**src/hw/rtl/mbtf_pkg.sv**
```systemverilog
// constants and types for the modbus tcp request framer
// no dependencies; used by modbus_tcp_request_framer
package mbtf_pkg;

    // request modes of an input item
    localparam logic [3:0] MODE_RD_COILS  = 4'd0;
    localparam logic [3:0] MODE_RD_INPUTS = 4'd1;
    localparam logic [3:0] MODE_RD_HOLD   = 4'd2;
    localparam logic [3:0] MODE_RD_INREGS = 4'd3;
    localparam logic [3:0] MODE_WR_COIL   = 4'd4;
    localparam logic [3:0] MODE_WR_REG    = 4'd5;
    localparam logic [3:0] MODE_WR_COILS  = 4'd6;
    localparam logic [3:0] MODE_WR_REGS   = 4'd7;
    localparam logic [3:0] MODE_DATA      = 4'd8;

    // function codes
    localparam logic [7:0] FN_WR_COIL  = 8'd5;
    localparam logic [7:0] FN_WR_REG   = 8'd6;
    localparam logic [7:0] FN_WR_COILS = 8'd15;
    localparam logic [7:0] FN_WR_REGS  = 8'd16;

    localparam logic [15:0] COIL_ON      = 16'hFF00;
    localparam logic [15:0] LEN_SINGLE   = 16'd6;
    localparam logic [15:0] LEN_MULTI    = 16'd7;
    localparam logic [15:0] TID_RESET    = 16'd1;
    localparam logic [7:0]  UNIT_RESET   = 8'd1;

    localparam int unsigned DEF_MAX_WRITE_REGS  = 123;
    localparam int unsigned DEF_MAX_WRITE_COILS = 1968;
    localparam int unsigned DEF_MAX_READ_BITS   = 2040;

    localparam int unsigned FRAME_BYTES = 13;

    typedef enum logic [1:0] {
        KIND_NONE  = 2'd0,
        KIND_COILS = 2'd1,
        KIND_REGS  = 2'd2
    } t_kind;

    // bytes produced by one item, first byte at index 0
    typedef struct packed {
        logic [FRAME_BYTES-1:0][7:0] bytes;
        logic [3:0]                  cnt;
        logic                        last_end;
        logic                        rej;
    } t_frame;

endpackage

```
**src/hw/rtl/modbus_tcp_request_framer.sv**
```systemverilog
// modbus tcp request framer: turns request and data items into a byte stream
// depends on mbtf_pkg
//
//  channel | direction | handshake                 | payload
//  --------+-----------+---------------------------+-------------------------------
//  request | in        | i_valid / o_stall         | i_mode i_address i_amount i_value
//  frame   | out       | o_valid / i_stall         | o_frame_byte o_frame_end o_rejected
//  config  | in        | i_cfg_valid / o_cfg_ready | i_cfg_data (unit id)
//
// one frame byte leaves per cycle through the output register while i_stall
// is low; an item yields 13 bytes for a multi-write header, 12 for a single
// frame, 2, 1 or 0 for a data item, 1 for a rejection.
// the frame for an item is built combinationally into a frame register, which
// takes the next item as soon as its last byte moves to the output register.
// reset is synchronous, active low; i_stall holds the output register.
module modbus_tcp_request_framer #(
    parameter int unsigned MAX_WRITE_REGS  = mbtf_pkg::DEF_MAX_WRITE_REGS,
    parameter int unsigned MAX_WRITE_COILS = mbtf_pkg::DEF_MAX_WRITE_COILS,
    parameter int unsigned MAX_READ_BITS   = mbtf_pkg::DEF_MAX_READ_BITS
) (
    input  logic        i_clk,
    input  logic        i_rst_n,
    input  logic        i_valid,
    output logic        o_stall,
    input  logic [3:0]  i_mode,
    input  logic [15:0] i_address,
    input  logic [15:0] i_amount,
    input  logic [15:0] i_value,
    output logic        o_valid,
    input  logic        i_stall,
    output logic [7:0]  o_frame_byte,
    output logic        o_frame_end,
    output logic        o_rejected,
    input  logic        i_cfg_valid,
    output logic        o_cfg_ready,
    input  logic [7:0]  i_cfg_data
);

    logic [7:0]           r_unit;
    logic [15:0]          r_tid;
    mbtf_pkg::t_kind      r_kind;
    logic [10:0]          r_rem;
    logic [7:0]           r_cbyte;
    logic [2:0]           r_cpos;

    logic [15:0]          n_tid;
    mbtf_pkg::t_kind      n_kind;
    logic [10:0]          n_rem;
    logic [7:0]           n_cbyte;
    logic [2:0]           n_cpos;
    mbtf_pkg::t_frame     n_frm;
    logic                 hdr_ok;

    logic                 r_fv;
    mbtf_pkg::t_frame     r_frm;
    logic [3:0]           r_fi;

    logic                 r_ov;
    logic [7:0]           r_ob;
    logic                 r_oe;
    logic                 r_or;

    logic                 out_load;
    logic                 slot_last;
    logic                 slot_free;
    logic                 in_acc;

    logic [15:0]          cnt16;
    logic [15:0]          len16;
    logic [7:0]           fn;
    logic [15:0]          word;
    logic [7:0]           coil_next;
    logic                 data_last;

    assign o_cfg_ready = 1'b1;

    assign out_load  = !r_ov || !i_stall;
    assign slot_last = (r_fi == (r_frm.cnt - 4'd1));
    assign slot_free = !r_fv || (out_load && slot_last);
    assign o_stall   = !slot_free;
    assign in_acc    = i_valid && slot_free;

    always_comb begin
        n_frm     = '0;
        n_tid     = r_tid;
        n_kind    = r_kind;
        n_rem     = r_rem;
        n_cbyte   = r_cbyte;
        n_cpos    = r_cpos;
        hdr_ok    = 1'b0;
        cnt16     = '0;
        len16     = mbtf_pkg::LEN_SINGLE;
        fn        = {4'd0, i_mode} + 8'd1;
        word      = i_amount;
        data_last = (r_rem == 11'd1);
        coil_next = r_cbyte | (8'(i_value[0]) << r_cpos);

        if (i_mode == mbtf_pkg::MODE_DATA) begin
            if (r_kind == mbtf_pkg::KIND_NONE || r_rem == 11'd0) begin
                n_frm.cnt = 4'd1; n_frm.last_end = 1'b1; n_frm.rej = 1'b1;
            end else begin
                n_rem = r_rem - 11'd1;
                if (data_last) begin
                    n_kind = mbtf_pkg::KIND_NONE;
                end
                n_frm.last_end = data_last;
                if (r_kind == mbtf_pkg::KIND_REGS) begin
                    n_frm.cnt      = 4'd2;
                    n_frm.bytes[0] = i_value[15:8];
                    n_frm.bytes[1] = i_value[7:0];
                end else if (r_cpos == 3'd7 || data_last) begin
                    n_frm.cnt      = 4'd1;
                    n_frm.bytes[0] = coil_next;
                    n_cbyte        = '0;
                    n_cpos         = '0;
                end else begin
                    n_cbyte = coil_next;
                    n_cpos  = r_cpos + 3'd1;
                end
            end
        end else begin
            hdr_ok = 1'b0;
            if (i_mode < mbtf_pkg::MODE_DATA && r_kind == mbtf_pkg::KIND_NONE) begin
                unique case (i_mode)
                    mbtf_pkg::MODE_RD_COILS, mbtf_pkg::MODE_RD_INPUTS: begin
                        hdr_ok = (i_amount <= 16'(MAX_READ_BITS));
                    end
                    mbtf_pkg::MODE_RD_HOLD, mbtf_pkg::MODE_RD_INREGS: begin
                        hdr_ok = 1'b1;
                    end
                    mbtf_pkg::MODE_WR_COIL: begin
                        hdr_ok = 1'b1;
                        fn     = mbtf_pkg::FN_WR_COIL;
                        word   = i_value[0] ? mbtf_pkg::COIL_ON : 16'd0;
                    end
                    mbtf_pkg::MODE_WR_REG: begin
                        hdr_ok = 1'b1;
                        fn     = mbtf_pkg::FN_WR_REG;
                        word   = i_value;
                    end
                    mbtf_pkg::MODE_WR_COILS: begin
                        hdr_ok = (i_amount != 16'd0) &&
                                 (i_amount <= 16'(MAX_WRITE_COILS));
                        fn     = mbtf_pkg::FN_WR_COILS;
                        cnt16  = 16'((17'(i_amount) + 17'd7) >> 3);
                        len16  = mbtf_pkg::LEN_MULTI + cnt16;
                    end
                    default: begin
                        hdr_ok = (i_amount != 16'd0) &&
                                 (i_amount <= 16'(MAX_WRITE_REGS));
                        fn     = mbtf_pkg::FN_WR_REGS;
                        cnt16  = {i_amount[14:0], 1'b0};
                        len16  = mbtf_pkg::LEN_MULTI + cnt16;
                    end
                endcase
            end
            if (!hdr_ok) begin
                n_frm.cnt = 4'd1; n_frm.last_end = 1'b1; n_frm.rej = 1'b1;
            end else begin
                n_frm.bytes[0]  = r_tid[15:8];
                n_frm.bytes[1]  = r_tid[7:0];
                n_frm.bytes[2]  = 8'd0;
                n_frm.bytes[3]  = 8'd0;
                n_frm.bytes[4]  = len16[15:8];
                n_frm.bytes[5]  = len16[7:0];
                n_frm.bytes[6]  = r_unit;
                n_frm.bytes[7]  = fn;
                n_frm.bytes[8]  = i_address[15:8];
                n_frm.bytes[9]  = i_address[7:0];
                n_frm.bytes[10] = word[15:8];
                n_frm.bytes[11] = word[7:0];
                n_frm.bytes[12] = cnt16[7:0];
                n_tid = r_tid + 16'd1;
                if (i_mode == mbtf_pkg::MODE_WR_COILS || i_mode == mbtf_pkg::MODE_WR_REGS) begin
                    n_frm.cnt      = 4'd13;
                    n_frm.last_end = 1'b0;
                    n_kind  = (i_mode == mbtf_pkg::MODE_WR_COILS) ?
                              mbtf_pkg::KIND_COILS : mbtf_pkg::KIND_REGS;
                    n_rem   = i_amount[10:0];
                    n_cbyte = '0;
                    n_cpos  = '0;
                end else begin
                    n_frm.cnt      = 4'd12;
                    n_frm.last_end = 1'b1;
                end
            end
        end
    end

    // state and config
    always_ff @(posedge i_clk) begin
        if (!i_rst_n) begin
            r_unit  <= mbtf_pkg::UNIT_RESET;
            r_tid   <= mbtf_pkg::TID_RESET;
            r_kind  <= mbtf_pkg::KIND_NONE;
            r_rem   <= '0;
            r_cbyte <= '0;
            r_cpos  <= '0;
        end else begin
            if (i_cfg_valid && o_cfg_ready) begin
                r_unit <= i_cfg_data;
            end
            if (in_acc) begin
                r_tid   <= n_tid;
                r_kind  <= n_kind;
                r_rem   <= n_rem;
                r_cbyte <= n_cbyte;
                r_cpos  <= n_cpos;
            end
        end
    end

    // frame register and byte index
    always_ff @(posedge i_clk) begin
        if (!i_rst_n) begin
            r_fv <= 1'b0;
            r_fi <= '0;
        end else begin
            if (in_acc && n_frm.cnt != 4'd0) begin
                r_fv <= 1'b1;
                r_fi <= '0;
            end else if (r_fv && out_load) begin
                if (slot_last) begin
                    r_fv <= 1'b0;
                    r_fi <= '0;
                end else begin
                    r_fi <= r_fi + 4'd1;
                end
            end
        end
    end

    always_ff @(posedge i_clk) begin
        if (in_acc && n_frm.cnt != 4'd0) begin
            r_frm <= n_frm;
        end
    end

    // output register
    always_ff @(posedge i_clk) begin
        if (!i_rst_n) begin
            r_ov <= 1'b0;
        end else if (out_load) begin
            r_ov <= r_fv;
        end
    end

    always_ff @(posedge i_clk) begin
        if (out_load && r_fv) begin
            r_ob <= r_frm.bytes[r_fi];
            r_oe <= r_frm.last_end && slot_last;
            r_or <= r_frm.rej;
        end
    end

    assign o_valid      = r_ov;
    assign o_frame_byte = r_ob;
    assign o_frame_end  = r_oe;
    assign o_rejected   = r_or;

    a_rej_shape: assert property (@(posedge i_clk) disable iff (!i_rst_n)
        (r_ov && r_or) |-> (r_oe && r_ob == 8'd0))
        else $error("rejection item malformed");

    a_idx_range: assert property (@(posedge i_clk) disable iff (!i_rst_n)
        r_fv |-> (r_fi < r_frm.cnt))
        else $error("frame index beyond byte count");

    a_tid_step: assert property (@(posedge i_clk) disable iff (!i_rst_n)
        (in_acc && hdr_ok && i_mode != mbtf_pkg::MODE_DATA) |=>
            (r_tid == $past(r_tid) + 16'd1))
        else $error("transaction id did not advance");

    a_idle_rem: assert property (@(posedge i_clk) disable iff (!i_rst_n)
        (r_kind == mbtf_pkg::KIND_NONE) |-> (r_rem == 11'd0))
        else $error("items remain with no write pending");

    a_frame_held: assert property (@(posedge i_clk) disable iff (!i_rst_n)
        (r_fv && !out_load) |=> (r_fv && $stable(r_fi)))
        else $error("frame moved while output stalled");

endmodule

```
**config.mk**
```make
export PLATFORM = sky130hd
export DESIGN_NAME = modbus_tcp_request_framer
export DESIGN_NICKNAME = d
export VERILOG_FILES = /design/src/hw/rtl/mbtf_pkg.sv /design/src/hw/rtl/modbus_tcp_request_framer.sv
export SDC_FILE = /design/constraint.sdc
export NUM_CORES = 1
export LEC_CHECK = 0
export ABC_CLOCK_PERIOD_IN_PS = 5500
export BUFFER_PORTS_ARGS = -buffer_cell sky130_fd_sc_hd__buf_2
export CAP_MARGIN = 20
export CORE_MARGIN = 1.5
export CORE_UTILIZATION = 40
export CTS_BUF_LIST = sky130_fd_sc_hd__clkbuf_16
export DETAILED_ROUTE_END_ITERATION = 6
export PLACE_DENSITY = 0.57
export SYNTH_ARGS = -nofsm -noshare
export SYNTH_HDL_FRONTEND = slang
export SYNTH_SLANG_ARGS = --single-unit
```
**constraint.sdc**
```tcl
create_clock -name i_clk -period 5.5 [get_ports i_clk]
set_input_delay 1.1 -clock i_clk [delete_from_list [all_inputs] [get_ports i_clk]]
set_output_delay 1.1 -clock i_clk [all_outputs]
set_load 0.01 [all_outputs]
```
==> impl_metrics.tcl <==
set metrics [dict create \
    outcome "completed" \
    grt_max_degree 51 \
    max-slew-margin-rel_pct 39.7 \
    fin_setup_tns_ns 0 \
    fin_total_pwr_mw 3.01 \
    grt_pass1_wl_um 39500 \
    finalCriticalPeriod_ns 3.82 \
    worst_path_max_delay_cell "nor3_1" \
    dpl_cell_area_um2 9300 \
    cts_buffer_depth 2 \
    drc_errors 0 \
    critPathKind "in -> reg" \
    worstHoldStart "r_frm[0]" \
    rr_endpoint "r_frm[107]" \
    layout_common_cells "nor2_1 (100), edfxtp_1 (100), nand2_1 (78)" \
    grt_usage_pct 23.4 \
    cts_sinks 154 \
    rows 53 \
    postCtsSetupBuffers 0 \
    cp.arrival_ns 4.08 \
    r2r_start "r_fi[2]" \
    maxSlewViolCount 0 \
    viasPerCell 5.96 \
    path_buf_inv 2 \
    dp.cells 1195 \
    ir_drop_mv 0.187 \
    min_to "o_rejected" \
    crit_family "simple AND/OR/NAND/NOR gates" \
    cpMostUsedCell "ha_1" \
    die_area_um2 22800 \
    fin_cells 1228 \
    cts_made_buffers 17 \
    ys.flop_type "edfxtp_1" \
    cts_tree "done" \
    h-tree-depth 4 \
    fin_hold_ws_ns 0.437 \
    antenna_found_initial 2 \
    reg2reg_depth 6 \
    leakage_nw 3.62 \
    rsz0062_at_grt "no" \
    die_w_um 151 \
    crit_fanout 9 \
    nNetsFinal 1018 \
    syn_to_final_growth_pct 13.5 \
    boundaryPins 78 \
    cts_hold_buf 0 \
    crit_chain "buf_2, inv_1, ha_1, nor2b_1, nor2_1, xnor2_1, ha_1, o2bb2ai_1, nor3_1, nor4b_1, mux2i_1" \
    min_path_cells 0 \
    hp-class "reg -> reg" \
    dpl.hpwl_um 18800 \
    ys_seq_area_share_pct 46.7 \
    core_area_um2 21200 \
    wl_per_cell_um 21.1 \
    drt_iter0_drc 581 \
    tightest_slew_ns 0.898 \
    numPortBuffers 76 \
    async_flop_share_pct 0 \
    cts_root_buf "clkbuf_16" \
    detail-route-antenna-nets 0 \
    drt-total-wl_um 25900 \
    cp-start-kind "primary input" \
    vias 7317 \
    fin_crit_sh_pct 69.5 \
    hold_violations 0 \
    clk_latency_ns 0.43 \
    clk_pin_slew_ns 0.06 \
    overflow 0 \
    powerDensity_nw_per_um2 303 \
    yosys_register_bits 154 \
    setup_viol 0 \
    ys_warn_count 0 \
    fin_util_pct 46.8 \
    synth_cell_types 75 \
    die_y_um 151 \
    place_ws_ns 1.29 \
    final_cell_area_um2 9920 \
    grt_pass1_vias 6763 \
    gp_congestion 0.875 \
    initial_utilization_pct 41.2 \
    synth_edf_count 100 \
    reg2reg_slack_ns 1.90 \
    drv_cap 0 \
    cpPeakStageDelay_ns 0.50 \
    cts_resized 0 \
    cp.required_ns 5.76 \
    critPathCaptureType "register" \
    netlist_instances 897 \
    finalWorstSetupSlack_ns 1.68 \
    layout-drive-gt1-share_pct 17.3 \
    skew_ns 0.00983 \
    dr.pass1.iters 5 \
    max_freq_mhz 262 \
    syn_area_um2 8750 \
    synth_area_per_cell_um2 9.75 \
]
## state kept, by name, indices dropped and copies added (netlist names)
name          count
r_unit            8
r_cpos            3
r_fi              4
r_rem            11
o_frame_byte      8
r_frm            90
r_tid            16
r_cbyte           8
o_frame_end       1
r_kind            2
o_valid           1
r_fv              1
o_rejected        1
## how the worst max path moves through the flow
stage | slack (ns) | start | depth (start not counted) | end
after floorplan | 1.14 | i_mode[2] | 5 | r_frm[0]
after global placement | 1.25 | i_amount[0] | 11 | r_frm[42]
after detailed placement | 1.29 | i_amount[0] | 11 | r_frm[42]
after CTS | 1.73 | i_amount[0] | 11 | r_frm[42]
after global routing | 1.37 | i_amount[0] | 11 | r_frm[42]
final | 1.68 | i_amount[0] | 11 | r_frm[42]
## cells by family after synthesis
logic type               after synthesis  share of synthesized area [%]
AND/OR/NAND/NOR                      352                           20.1
AO/OA/AOI/OAI                        215                           17.2
flip-flops                           154                           46.7
buffers and inverters                 92                           4.31
multiplexers                          43                           7.14
XOR/XNOR                              25                           2.50
adder cells (fa/ha/maj)               14                           2.00
other                                  2                         0.0859
## synth_stat cells (8+ instances only)
cell      count  area (um2)
ha_1         14         175
buf_1         8        30.0
or4_1        11        82.6
o31ai_1      11        82.6
o21ai_0      31         155
and2_1       35         219
nand2b_1     10        62.6
xor2_1       13         114
nor2_1      100         375
a31o_2        9        78.8
a21oi_1      60         300
nand4_1      10        62.6
mux2i_1      23         230
a22oi_1      11        82.6
a221oi_1     12         105
nor3_1       26         130
buf_2        16        80.1
nor4_1       12        75.1
clkbuf_1     43         161
mux4_2       15         338
dfxtp_1      54        1080
and3_1       10        62.6
nand3_1      23         115
a31oi_1      15        93.8
inv_1        20        75.1
a22o_1        8        70.1
nor2b_1       9        56.3
xnor2_1      12         105
edfxtp_1    100        3000
a41oi_1      11        96.3
nand2_1      78         293
## routing by layer
| layer | up-vias | routed length (um) | GRT usage, % |
|---|---|---|---|
| met1 | 3547 | 11800 | 32.1 |
| met5 | - | 13 | 0 |
| met3 | 57 | 1500 | 4.01 |
| met2 | 271 | 11700 | 36.1 |
| met4 | 2 | 947 | 10.7 |
| li1 | 3440 | - | - |
## report_power, final
group	total, mW	internal, mW	switching (mW)
clock network	1.22	0.697	0.522
logic	0.410	0.142	0.268
registers	1.38	1.35	0.0347
total	3.01	2.19	0.824
## layout make-up
cell class,count,area (um2)
Antenna cell,1,2.50
Clock buffer,19,475
Clock inverter,13,148
Fill cell,2058,11300
Inverter,23,87.6
Multi-Input combinational cell,652,4290
Sequential cell,154,4080
Tap cell,275,344
Timing Repair Buffer,91,493
Note: power is estimated with default switching activity, not from simulation.
